**src/rtl/core/plc_pkg.sv**
```systemverilog
// Shared constants for the positional list engine: capacity, field widths, action, status and cell mode codes.
`default_nettype none

package plc_pkg;

  // Default list capacity
  localparam int CAPACITY_DEF = 16;

  // Field widths
  localparam int ACTION_W = 4;
  localparam int POS_W    = 5;
  localparam int VALUE_W  = 32;
  localparam int STATUS_W = 3;
  localparam int SIZE_W   = 5;

  // Actions
  localparam logic [ACTION_W-1:0] ACT_ADD_HEAD = 4'd0;
  localparam logic [ACTION_W-1:0] ACT_ADD_TAIL = 4'd1;
  localparam logic [ACTION_W-1:0] ACT_INSERT   = 4'd2;
  localparam logic [ACTION_W-1:0] ACT_SEARCH   = 4'd3;
  localparam logic [ACTION_W-1:0] ACT_DEL_HEAD = 4'd4;
  localparam logic [ACTION_W-1:0] ACT_DEL_TAIL = 4'd5;
  localparam logic [ACTION_W-1:0] ACT_DEL_AT   = 4'd6;
  localparam logic [ACTION_W-1:0] ACT_SET_HEAD = 4'd7;
  localparam logic [ACTION_W-1:0] ACT_SET_TAIL = 4'd8;
  localparam logic [ACTION_W-1:0] ACT_SET_AT   = 4'd9;

  // Result status codes
  localparam logic [STATUS_W-1:0] ST_OK       = 3'd0;
  localparam logic [STATUS_W-1:0] ST_BADPOS   = 3'd1;
  localparam logic [STATUS_W-1:0] ST_EMPTY    = 3'd2;
  localparam logic [STATUS_W-1:0] ST_NOTFOUND = 3'd3;
  localparam logic [STATUS_W-1:0] ST_FULL     = 3'd4;

  // Cell update modes, broadcast along the chain
  localparam logic [1:0] MODE_HOLD = 2'd0;
  localparam logic [1:0] MODE_INS  = 2'd1;
  localparam logic [1:0] MODE_DEL  = 2'd2;
  localparam logic [1:0] MODE_SET  = 2'd3;

endpackage

`default_nettype wire

```
**src/rtl/core/plc_cell.sv**
```systemverilog
// One list slot: holds an entry, shifts with its neighbors and compares against the search key.
`default_nettype none

module plc_cell #(
  parameter int IDX = 0,
  parameter int IW  = 4
) (
  input  wire logic                               clk,
  input  wire logic [1:0]                         cell_mode,
  input  wire logic [IW-1:0]                      tgt,
  input  wire logic signed [plc_pkg::VALUE_W-1:0] value,
  input  wire logic signed [plc_pkg::VALUE_W-1:0] left_data,
  input  wire logic signed [plc_pkg::VALUE_W-1:0] right_data,
  output logic signed [plc_pkg::VALUE_W-1:0]      data,
  output logic                                    match
);

  logic signed [plc_pkg::VALUE_W-1:0] data_r;
  logic                               at_tgt;
  logic                               past_tgt;

  // Where this slot sits relative to the target slot
  assign at_tgt   = (IW'(IDX) == tgt);
  assign past_tgt = (IW'(IDX) > tgt);

  // Insert opens a gap at the target, delete closes it, set overwrites in place
  always_ff @(posedge clk) begin
    case (cell_mode)
      plc_pkg::MODE_INS: begin
        if (at_tgt) begin
          data_r <= value;
        end else if (past_tgt) begin
          data_r <= left_data;
        end
      end
      plc_pkg::MODE_DEL: begin
        if (at_tgt || past_tgt) begin
          data_r <= right_data;
        end
      end
      plc_pkg::MODE_SET: begin
        if (at_tgt) begin
          data_r <= value;
        end
      end
      default: begin
        data_r <= data_r;
      end
    endcase
  end

  assign data  = data_r;
  assign match = (data_r == value);

endmodule

`default_nettype wire

```
**src/rtl/core/plc_first.sv**
```systemverilog
// First-match encoder: index of the lowest set bit of the registered match vector.
`default_nettype none

module plc_first #(
  parameter int N  = 16,
  parameter int IW = 4
) (
  input  wire logic [N-1:0] match,
  output logic              found,
  output logic [IW-1:0]     idx
);

  logic [N-1:0] lowest;

  // Isolate the lowest set bit
  assign lowest = match & (~match + N'(1));
  assign found  = |match;

  // Encode the one-hot vector
  always_comb begin
    idx = '0;
    for (int i = 0; i < N; i++) begin
      if (lowest[i]) begin
        idx = idx | IW'(i);
      end
    end
  end

endmodule

`default_nettype wire

```
**src/rtl/core/positional_list_engine.sv**
```systemverilog
// Top level of the positional list engine: decode, cell chain, search stage and result register.
//
//   channel   dir   handshake             payload
//   in_       in    in_valid/in_ready     in_action, in_position, in_value
//   out_      out   out_valid/out_ready   out_status, out_found_position, out_list_size
//
// One beat is taken per cycle while out_ is not stalled; its result passes the search
// stage and then the result register. The chain of cells updates at the accept edge;
// match bits are registered there and encoded in the next cycle by the first-match unit.
// Reset clears the entry count and the valid flags; the entries themselves are not cleared.
// A stalled result holds the search stage, which in turn holds off the input.
`default_nettype none

module positional_list_engine #(
  parameter int CAPACITY = plc_pkg::CAPACITY_DEF
) (
  input  wire logic                                clk,
  input  wire logic                                rst_n,
  input  wire logic                                in_valid,
  output logic                                     in_ready,
  input  wire logic [plc_pkg::ACTION_W-1:0]        in_action,
  input  wire logic [plc_pkg::POS_W-1:0]           in_position,
  input  wire logic signed [plc_pkg::VALUE_W-1:0]  in_value,
  output logic                                     out_valid,
  input  wire logic                                out_ready,
  output logic [plc_pkg::STATUS_W-1:0]             out_status,
  output logic [plc_pkg::POS_W-1:0]                out_found_position,
  output logic [plc_pkg::SIZE_W-1:0]               out_list_size
);

  localparam int CW  = $clog2(CAPACITY + 1);
  localparam int IW  = (CAPACITY > 1) ? $clog2(CAPACITY) : 1;
  localparam int PW  = ((CW > plc_pkg::POS_W) ? CW : plc_pkg::POS_W) + 1;
  localparam int FW  = ((IW + 1) > plc_pkg::POS_W) ? (IW + 1) : plc_pkg::POS_W;
  localparam int SW  = (CW > plc_pkg::SIZE_W) ? CW : plc_pkg::SIZE_W;

  logic [CW-1:0]                 count_r, count_nxt;
  logic                          stg_busy_r;
  logic [plc_pkg::STATUS_W-1:0]  stg_status_r;
  logic                          stg_search_r;
  logic [CW-1:0]                 stg_size_r;
  logic [CAPACITY-1:0]           match_r;
  logic                          out_valid_r;
  logic [plc_pkg::STATUS_W-1:0]  out_status_r;
  logic [plc_pkg::POS_W-1:0]     out_found_r;
  logic [plc_pkg::SIZE_W-1:0]    out_size_r;

  logic                          accept;
  logic                          move;
  logic [1:0]                    dec_mode;
  logic [1:0]                    cell_mode;
  logic [IW-1:0]                 dec_tgt;
  logic [plc_pkg::STATUS_W-1:0]  dec_status;
  logic                          dec_search;
  logic                          full;
  logic                          empty;
  logic [PW-1:0]                 pos_x;
  logic [PW-1:0]                 cnt_x;
  logic                          ins_bad;
  logic                          at_bad;
  logic [IW-1:0]                 pos_idx;

  logic signed [plc_pkg::VALUE_W-1:0] cell_data [CAPACITY];
  logic [CAPACITY-1:0]           cell_match;
  logic [CAPACITY-1:0]           live;
  logic                          first_found;
  logic [IW-1:0]                 first_idx;
  logic [FW-1:0]                 found_w;
  logic [SW-1:0]                 size_w;
  logic [plc_pkg::STATUS_W-1:0]  res_status;
  logic [plc_pkg::POS_W-1:0]     res_found;

  // Handshake: the search stage drains into the result register when it is free
  assign move     = stg_busy_r && (!out_valid_r || out_ready);
  assign in_ready = !stg_busy_r || move;
  assign accept   = in_valid && in_ready;

  // Range checks against the current count
  assign full    = (count_r == CW'(CAPACITY));
  assign empty   = (count_r == '0);
  assign pos_x   = PW'(in_position);
  assign cnt_x   = PW'(count_r);
  assign ins_bad = (pos_x == '0) || (pos_x > cnt_x + PW'(1));
  assign at_bad  = (pos_x == '0) || (pos_x > cnt_x);
  assign pos_idx = IW'(pos_x - PW'(1));

  // Operation decode
  always_comb begin
    dec_mode   = plc_pkg::MODE_HOLD;
    dec_tgt    = '0;
    dec_status = plc_pkg::ST_OK;
    dec_search = 1'b0;
    count_nxt  = count_r;
    case (in_action)
      plc_pkg::ACT_ADD_HEAD, plc_pkg::ACT_ADD_TAIL: begin
        if (full) begin
          dec_status = plc_pkg::ST_FULL;
        end else begin
          dec_mode  = plc_pkg::MODE_INS;
          dec_tgt   = (in_action == plc_pkg::ACT_ADD_HEAD) ? '0 : IW'(count_r);
          count_nxt = count_r + CW'(1);
        end
      end
      plc_pkg::ACT_INSERT: begin
        if (ins_bad) begin
          dec_status = plc_pkg::ST_BADPOS;
        end else if (full) begin
          dec_status = plc_pkg::ST_FULL;
        end else begin
          dec_mode  = plc_pkg::MODE_INS;
          dec_tgt   = pos_idx;
          count_nxt = count_r + CW'(1);
        end
      end
      plc_pkg::ACT_SEARCH: begin
        dec_search = 1'b1;
      end
      plc_pkg::ACT_DEL_HEAD, plc_pkg::ACT_DEL_TAIL: begin
        if (empty) begin
          dec_status = plc_pkg::ST_EMPTY;
        end else begin
          dec_mode  = plc_pkg::MODE_DEL;
          dec_tgt   = (in_action == plc_pkg::ACT_DEL_HEAD) ? '0 : IW'(count_r - CW'(1));
          count_nxt = count_r - CW'(1);
        end
      end
      plc_pkg::ACT_DEL_AT: begin
        if (at_bad) begin
          dec_status = plc_pkg::ST_BADPOS;
        end else begin
          dec_mode  = plc_pkg::MODE_DEL;
          dec_tgt   = pos_idx;
          count_nxt = count_r - CW'(1);
        end
      end
      plc_pkg::ACT_SET_HEAD, plc_pkg::ACT_SET_TAIL: begin
        if (empty) begin
          dec_status = plc_pkg::ST_EMPTY;
        end else begin
          dec_mode = plc_pkg::MODE_SET;
          dec_tgt  = (in_action == plc_pkg::ACT_SET_HEAD) ? '0 : IW'(count_r - CW'(1));
        end
      end
      plc_pkg::ACT_SET_AT: begin
        if (at_bad) begin
          dec_status = plc_pkg::ST_BADPOS;
        end else begin
          dec_mode = plc_pkg::MODE_SET;
          dec_tgt  = pos_idx;
        end
      end
      default: begin
        dec_status = plc_pkg::ST_OK;
      end
    endcase
  end

  assign cell_mode = accept ? dec_mode : plc_pkg::MODE_HOLD;

  // Chain of cells; each takes from its left neighbor on insert, its right on delete
  for (genvar i = 0; i < CAPACITY; i++) begin : g_cell
    logic signed [plc_pkg::VALUE_W-1:0] left_d;
    logic signed [plc_pkg::VALUE_W-1:0] right_d;

    if (i == 0) begin : g_head
      assign left_d = in_value;
    end else begin : g_body_l
      assign left_d = cell_data[i-1];
    end

    if (i == CAPACITY - 1) begin : g_tail
      assign right_d = cell_data[i];
    end else begin : g_body_r
      assign right_d = cell_data[i+1];
    end

    plc_cell #(
      .IDX (i),
      .IW  (IW)
    ) u_cell (
      .clk        (clk),
      .cell_mode  (cell_mode),
      .tgt        (dec_tgt),
      .value      (in_value),
      .left_data  (left_d),
      .right_data (right_d),
      .data       (cell_data[i]),
      .match      (cell_match[i])
    );

    // Only slots below the count take part in a search
    assign live[i] = (CW'(i) < count_r);
  end

  // Entry count
  always_ff @(posedge clk) begin
    if (!rst_n) begin
      count_r <= '0;
    end else if (accept) begin
      count_r <= count_nxt;
    end
  end

  // Search stage: status, size and match bits of the accepted beat
  always_ff @(posedge clk) begin
    if (!rst_n) begin
      stg_busy_r <= 1'b0;
    end else if (accept) begin
      stg_busy_r <= 1'b1;
    end else if (move) begin
      stg_busy_r <= 1'b0;
    end
  end

  always_ff @(posedge clk) begin
    if (accept) begin
      stg_status_r <= dec_status;
      stg_search_r <= dec_search;
      stg_size_r   <= count_nxt;
      match_r      <= cell_match & live;
    end
  end

  // First match among the registered bits
  plc_first #(
    .N  (CAPACITY),
    .IW (IW)
  ) u_first (
    .match (match_r),
    .found (first_found),
    .idx   (first_idx)
  );

  assign found_w = FW'(first_idx) + FW'(1);
  assign size_w  = SW'(stg_size_r);

  // Result formation
  always_comb begin
    res_status = stg_status_r;
    res_found  = '0;
    if (stg_search_r) begin
      if (first_found) begin
        res_status = plc_pkg::ST_OK;
        res_found  = found_w[plc_pkg::POS_W-1:0];
      end else begin
        res_status = plc_pkg::ST_NOTFOUND;
      end
    end
  end

  // Result register
  always_ff @(posedge clk) begin
    if (!rst_n) begin
      out_valid_r <= 1'b0;
    end else if (move) begin
      out_valid_r <= 1'b1;
    end else if (out_ready) begin
      out_valid_r <= 1'b0;
    end
  end

  always_ff @(posedge clk) begin
    if (move) begin
      out_status_r <= res_status;
      out_found_r  <= res_found;
      out_size_r   <= size_w[plc_pkg::SIZE_W-1:0];
    end
  end

  assign out_valid          = out_valid_r;
  assign out_status         = out_status_r;
  assign out_found_position = out_found_r;
  assign out_list_size      = out_size_r;

endmodule

`default_nettype wire

```
**config.mk**
```make
export PLATFORM = sky130hd
export DESIGN_NAME = positional_list_engine
export DESIGN_NICKNAME = d
export VERILOG_FILES = /design/src/rtl/core/plc_pkg.sv /design/src/rtl/core/plc_cell.sv /design/src/rtl/core/plc_first.sv /design/src/rtl/core/positional_list_engine.sv
export SDC_FILE = /design/constraint.sdc
export NUM_CORES = 2
export LEC_CHECK = 0
export BUFFER_PORTS_ARGS = -buffer_cell sky130_fd_sc_hd__buf_2
export CAP_MARGIN = 30
export CORE_MARGIN = 2
export CORE_UTILIZATION = 62
export DETAILED_ROUTE_END_ITERATION = 16
export HOLD_SLACK_MARGIN = 0.1
export PLACE_DENSITY = 0.79
export SLEW_MARGIN = 10
export SYNTH_ARGS = -nofsm -noshare
export SYNTH_HDL_FRONTEND = slang
export SYNTH_SLANG_ARGS = --single-unit
```
**constraint.sdc**
```tcl
create_clock -name clk -period 9.06 [get_ports clk]
set_input_delay 2.718 -clock clk [delete_from_list [all_inputs] [get_ports clk]]
set_output_delay 2.718 -clock clk [all_outputs]
set_load 0.005 [all_outputs]
```
* After elaboration in Yosys (flattened, before gate mapping) *
Cells that the tools add are included.
Widths: inputs -> output; s select.

word-level totals
  word-level logic and storage cells = 343
  register bits after elaboration = 557
  input bits = 45

operators by class
  muxes and demuxes = 129
  $lt $le $gt $ge = 34
  equality and inequality tests = 91
  add/subtract/negate cells = 6
  reduce and logical (&&, ||, !) cells = 54
  bitwise gates (word level) = 3

operators by type and width
  operator               number
  $mux 32                63
  $pmux 32 s3            15
  $eq 32x32->1           16
  $mux 4                 17
  $pmux 32 s2            1
  $ne 2x1->1 const B     31
  $reduce_and 4->1       15
  $ne 3x1->1 const B     16
  $lt 4x5->1 const A     8
  $and 16x16->16         2
  $eq 4x4->1 const A     8
  $gt 4x4->1 const A     8
  $mux 3                 7
  $lt 3x5->1 const A     4
  $mux 2                 10
  $mux 5                 4
  $pmux 4 s5             1
  $pmux 5 s4             1
  $logic_or 1x1->1       19
  $add 16x1->16 const B  1
  $eq 3x4->1 const A     4
  $eq 4x3->1 const B     4
  $gt 3x4->1 const A     4
  $not 16->16            1
  other kinds (34)       57

* Logic depth before layout (Yosys ltp) *
  depth in word-level cells = 19
  depth in mapped cells = 17
  depth with buffers taken out = 12

* Hierarchy *
Synthesis repeated with hierarchy kept, for this count alone.

unflattened totals
  cells, all modules = 3928
  area total of the unflattened synthesis = 42806.1 um^2

by module, submodules not included
  module                            area each (um^2)  instances  cells each
  plc_cell at g_cell[4].u_cell ...  2412.3            2          225
  plc_cell at g_cell[11].u_cell     2725.1            1          231
  positional_list_engine            2705.1            1          264
  plc_cell at g_cell[1].u_cell      2608.8            1          229
  plc_cell at g_cell[10].u_cell     2566.2            1          228
  plc_cell at g_cell[5].u_cell      2558.7            1          227
  plc_cell at g_cell[3].u_cell      2557.5            1          227
  plc_cell at g_cell[6].u_cell      2553.7            1          228
  plc_cell at g_cell[9].u_cell      2551.2            1          227
  plc_cell at g_cell[14].u_cell     2494.9            1          229
  plc_cell at g_cell[13].u_cell     2492.4            1          229
  plc_cell at g_cell[15].u_cell     2423.6            1          226
  plc_cell at g_cell[12].u_cell     2407.3            1          225
  plc_cell at g_cell[7].u_cell      2389.8            1          229
  3 more rows                       -                 -          -

* Worst setup path after synthesis *
Ideal clock, no wire load.

  path kind = input to register
  start point = input in_position[0] (netlist name)
  end point = register g_cell[10].u_cell.data_r, in the netlist g_cell[10].u_cell.data[0] (enable)
  path buffers = 3
  cell stages on the path = 12
  setup slack = 1231 ps
  arrival time = 7349 ps
  library setup time = 480 ps
  cell sequence = inv_1 ha_1 and4b_1 a21oi_1 o31a_1 o22ai_2 o211ai_1 buf_2 buf_4 nor2_1 buf_2 a311oi_1

between the ends
  word-level cells in the longest chain between the ends = 8
  elaborated cells between the ends (all ways) = 26
  classes of those cells = add/sub (1); order compare (3); eq/ne (7); mux (9); reduce/logical (6)

ends and longest elaborated chain
  what                                          line                           source
  from (decl)                                   positional_list_engine.sv:22   input wire logic [plc_pkg::POS_W-1:0] in_position,
  $sub 4x1->4 (tied with other cells)           positional_list_engine.sv:85   assign pos_idx = IW'(pos_x - PW'(1));
  $mux 4 (tied with other cells)                positional_list_engine.sv:107  end else if (full) begin
  $mux 4 (tied with other cells)                positional_list_engine.sv:105  if (ins_bad) begin
  $pmux 4 s5 or $pmux 2 s6 (tied branches)      positional_list_engine.sv:94   case (in_action)
  $gt 4x4->1 (tied with other cells)            plc_cell.sv:24                 assign past_tgt = (IW'(IDX) > tgt);
  $logic_or 1x1->1 (tied with other cells)      plc_cell.sv:37                 if (at_tgt || past_tgt) begin
  $ne 2x1->1 (no line) (tied with other cells)  -
  $reduce_and 4->1 (no line) (*)                -
  to (signal assigned)                          plc_cell.sv:31                 data_r <= value;
  to (signal assigned)                          plc_cell.sv:38                 data_r <= right_data;
  to (signal assigned)                          plc_cell.sv:43                 data_r <= value;
  to (decl)                                     plc_cell.sv:18                 logic signed [plc_pkg::VALUE_W-1:0] data_r;

Mark *: on every way between the ends. The rest lies on a longest branch, timed or not.
A chain may end at the register's enable or synchronous reset.

* Worst setup path in the final report *
  start point = input in_position[0] (netlist name)
  end point = register g_cell[10].u_cell.data_r, in the netlist g_cell[10].u_cell.data[7] (enable)

Same word-level chain as after synthesis.

==> flow_summary.toml <==
[clocking]
cts_setup_buffers = 0
cts_tree = "built"
numClockSinks = 557
max-clock-path-buffers = 3
clk_pin_slew_worst_paths_ns = 0.06
clk_latency_ns = 0.64
clockRootBuffer = "sky130_fd_sc_hd__clkbuf_16"
postCtsHoldBufs = 0
cts_htree_levels = 2
post_cts.resized_instances = 0
cts_buffers = 59

[yosys]
async_reset_ff_frac = 0
synth-seq-cells = 557
synth.yosys.warnings = 0
mapped_nets = 3006
synth_seq_area_share = 0.4842
syn_inst = 2945
ys_dominant_reg_cell = "sky130_fd_sc_hd__edfxtp_1"
synth_area_per_cell_um2 = 11.68
largest_area_contributor_in_the_synthesized_netlist = "sky130_fd_sc_hd__edfxtp_1"
synthTopCellsByArea = "sky130_fd_sc_hd__edfxtp_1 (48%), sky130_fd_sc_hd__xnor2_1 (7.7%), sky130_fd_sc_hd__o221a_1 (5.6%)"
synth.lib_cells_used.distinct = 99
synthesis.area_um2 = 34400
synth_largest_type_area_fraction = 0.4802
synth_enable_flop_cells = 550

[grt]
first_global_vias = 26010
antenna_found_initial = 5
grt_start_max_net_pins = 171
globalRoute.totalOverflow = 0
grt_use_total = 0.4109
global_route_wire_length_before_repair_um = 175200

[detailed_routing]
overall_via_count_from_detail_route = 27850
drtAntennaViolNets = 0
route.final.wire_length_um = 119100
vias_per_cell = 7.666
drc_errors = 0
drt_pass1_iterations = 6
route.detailed.wl_per_inst_um = 32.77
drt_iter0_drc = 5082

[die]
die_w_um = 239.5
row_count = 86
core_area_um2 = 54990
initial_core_util = 0.6256
pin_count = 60
fp.dieArea_um2 = 57380
die_y_um = 239.5

[final_layout]
final_core_util = 0.6753
final_layout_size_suffix_gt1_frac = 0.1384
nNetsFinal = 2895
syn2layout_area_growth_pct = 7.945
fill_cells = 3944

[critical_path]
critPathTopFamily = "buffers and inverters"
crit_required_ns = 9.33
worstSetupStartpointType = "input port"
cp_max_stage_delay_ns = 0.80
critPathMaxFanout = 98
worstSetupEndpointType = "register"
timing.critical_path.slowest_stage_cell = "sky130_fd_sc_hd__buf_4"
critical_path_buf_inv_count = 5
worst_setup_path_type = "input port to register"
critPathMostFrequentCell = "sky130_fd_sc_hd__buf_4"
cp_data_arrival_time_ns = 6.57
worst_path_cell_trace = "buf_2 > inv_1 > ha_1 > and4b_1 > a21oi_1 > o31a_1 > or2_2 > o221ai_4 > buf_4 > nor2_4 > buf_4 > a311oi_4 > buf_4"

[sta]
setup_viol = 0
setup_total_negative_slack_ns = 0
final.setup_skew_ns = 0.02411
finalWorstPathRequiredPeriod_ns = 6.302
worst_slew_margin_rel = 0.3051
final-max-slew-violation-count = 0
fmaxAchievable_mhz = 158.7
finalCritPeriodShare = 0.6956
total_count_of_hold_check_failures_in_the_final_report = 0
unrepaired_setup_endpoints_after_global_routing = "false"
least_margin_pin_slew_ns = 1.042

[placement]
io_buffers = 59
hpwl_um = 80290
gp_routability_congestion = 0.9796

[min_path]
timing.hold.worst.class = "register to register"

[run]
maxCapViolations = 0

[pwr]
highest_ir_drop_seen_on_vdd_uv = 157.3
p_per_area_nw_per_um2 = 175.6
power.leakage_nw = 11.29

[status]
status = "finished clean"
cell usage after synthesis (4+ instances only):
cell	instances
sky130_fd_sc_hd__or2_1	4
sky130_fd_sc_hd__o22ai_1	34
sky130_fd_sc_hd__edfxtp_1	550
sky130_fd_sc_hd__a21o_1	5
sky130_fd_sc_hd__dfxtp_1	7
sky130_fd_sc_hd__nor2_1	35
sky130_fd_sc_hd__xor2_1	215
sky130_fd_sc_hd__nor3_1	25
sky130_fd_sc_hd__o211ai_1	5
sky130_fd_sc_hd__nor4_1	74
sky130_fd_sc_hd__o32a_1	65
sky130_fd_sc_hd__nor4b_1	4
sky130_fd_sc_hd__buf_1	46
sky130_fd_sc_hd__nor2b_1	9
sky130_fd_sc_hd__nand2_1	72
sky130_fd_sc_hd__xnor2_1	304
sky130_fd_sc_hd__clkbuf_1	176
sky130_fd_sc_hd__buf_6	11
sky130_fd_sc_hd__a31oi_1	4
sky130_fd_sc_hd__buf_2	93
sky130_fd_sc_hd__a21oi_1	59
sky130_fd_sc_hd__o221a_1	170
sky130_fd_sc_hd__mux2_1	32
sky130_fd_sc_hd__or3_1	260
sky130_fd_sc_hd__inv_1	46
sky130_fd_sc_hd__ha_1	16
sky130_fd_sc_hd__nand4_1	83
sky130_fd_sc_hd__buf_4	4
sky130_fd_sc_hd__o22a_1	96
sky130_fd_sc_hd__o21ai_0	50
sky130_fd_sc_hd__a211oi_1	4
sky130_fd_sc_hd__nand2b_1	6
sky130_fd_sc_hd__o21a_1	166
sky130_fd_sc_hd__a2111oi_0	6
sky130_fd_sc_hd__o221a_2	87
sky130_fd_sc_hd__nand3_1	27
per-stage QoR:
step           total power [W]  area, um2  instances  setup slack, ns  hold WS [ns]
6_report              0.006519      37130       3633            2.758        0.4187
5_1_grt               0.006648      37120       3631            2.582        0.4271
4_1_cts               0.006465      37090       3627            2.827        0.4210
3_5_place_dp          0.004118      35240       3517            2.186        0.4062
3_3_place_gp          0.004088      35080       3510            2.218        0.4021
2_1_floorplan         0.003791      34400       2945            1.231        0.4003
flip-flops by register name (all words and copies together), names as in the netlist:
| register | cells |
|---|---|
| count_r | 5 |
| out_list_size | 5 |
| out_found_position | 5 |
| stg_status_r | 3 |
| out_valid | 1 |
| g_cell.u_cell.data | 512 |
| size_w | 5 |
| match_r | 16 |
| stg_search_r | 1 |
| out_status | 3 |
| stg_busy_r | 1 |
path summary, 6_finish.rpt:
path	startpoint	endpoint	slack [ns]	cells after the start
max	in_position[0]	g_cell[10].u_cell.data[7]$_DFFE_PP_	2.76	13
min	size_w[3]$_DFFE_PP_	out_list_size[3]$_DFFE_PP_	0.42	0
max reg2reg	count_r[1]$_SDFFE_PN0P_	g_cell[10].u_cell.data[7]$_DFFE_PP_	3.15	14
min reg2reg	size_w[3]$_DFFE_PP_	out_list_size[3]$_DFFE_PP_	0.42	0
worst register-to-register path: stages (launching register included):
cell	delay [ns]
sky130_fd_sc_hd__dfxtp_1	0.70
sky130_fd_sc_hd__inv_1	0.44
sky130_fd_sc_hd__ha_1	0.54
sky130_fd_sc_hd__inv_1	0.17
sky130_fd_sc_hd__ha_1	0.32
sky130_fd_sc_hd__nor2b_1	0.13
sky130_fd_sc_hd__o21a_1	0.17
sky130_fd_sc_hd__o21a_2	0.25
sky130_fd_sc_hd__o31a_1	0.39
sky130_fd_sc_hd__o221ai_4	0.40
sky130_fd_sc_hd__buf_4	0.81
sky130_fd_sc_hd__nor2_4	0.03
sky130_fd_sc_hd__buf_4	0.36
sky130_fd_sc_hd__a311oi_4	0.37
sky130_fd_sc_hd__buf_4	0.45
cell usage in the layout, fill, tap and decap left out, drive strengths merged, types with 56 or more instances in the layout:
cell,instances
nor4,76
o21a,167
a21oi,61
buf,158
o22a,96
or3,260
nand4,83
edfxtp,550
xnor2,304
xor2,215
o32a,65
nand2,73
o221a,257
clkbuf,74
o21ai,56
area by class of cell:
class	instances	area, um2	share of cell area
clock buffer	74	1575	0.04243
multi-input combinational	2009	16330	0.4398
tap	748	935.9	0.02521
clock inverter	36	271.5	0.007313
inverter	49	183.9	0.004954
timing repair buffer	158	1172	0.03158
sequential	557	16660	0.4486
antenna	2	5.005	0.0001348
logic make-up (layout without fill, tap and decap cells):
family,count (synthesis),in the layout,share of synthesized area
muxes,33,33,0.01088
adders and majority gates,16,16,0.005820
and+or+nand+nor,631,631,0.1092
AOI/OAI and AO/OA,810,810,0.2101
buffers and inverters,379,317,0.04758
other,0,2,0
xor gates and xnor gates,519,519,0.1322
DFF,557,557,0.4842
layer usage:
metal / vias up / part of all wire / global-route usage / wire [um]
li1: 11300 / - / - / -
met1: 13680 / 0.37 / 0.5743 / 43510
met2: 2555 / 0.43 / 0.5973 / 51310
met3: 316 / 0.17 / 0.1492 / 19980
met4: 4 / 0.036 / 0.1263 / 4239
met5: - / 0.00027 / 0 / 32
report_power, final:
part | internal, W | leakage [nW] | total (W) | switching (W)
logic | 0.000362 | 5.27 | 0.000953 | 0.000591
clock network | 0.00134 | 0.909 | 0.00240 | 0.00106
registers | 0.00301 | 5.11 | 0.00317 | 0.000154
Note: power is estimated with default switching activity, not from simulation.
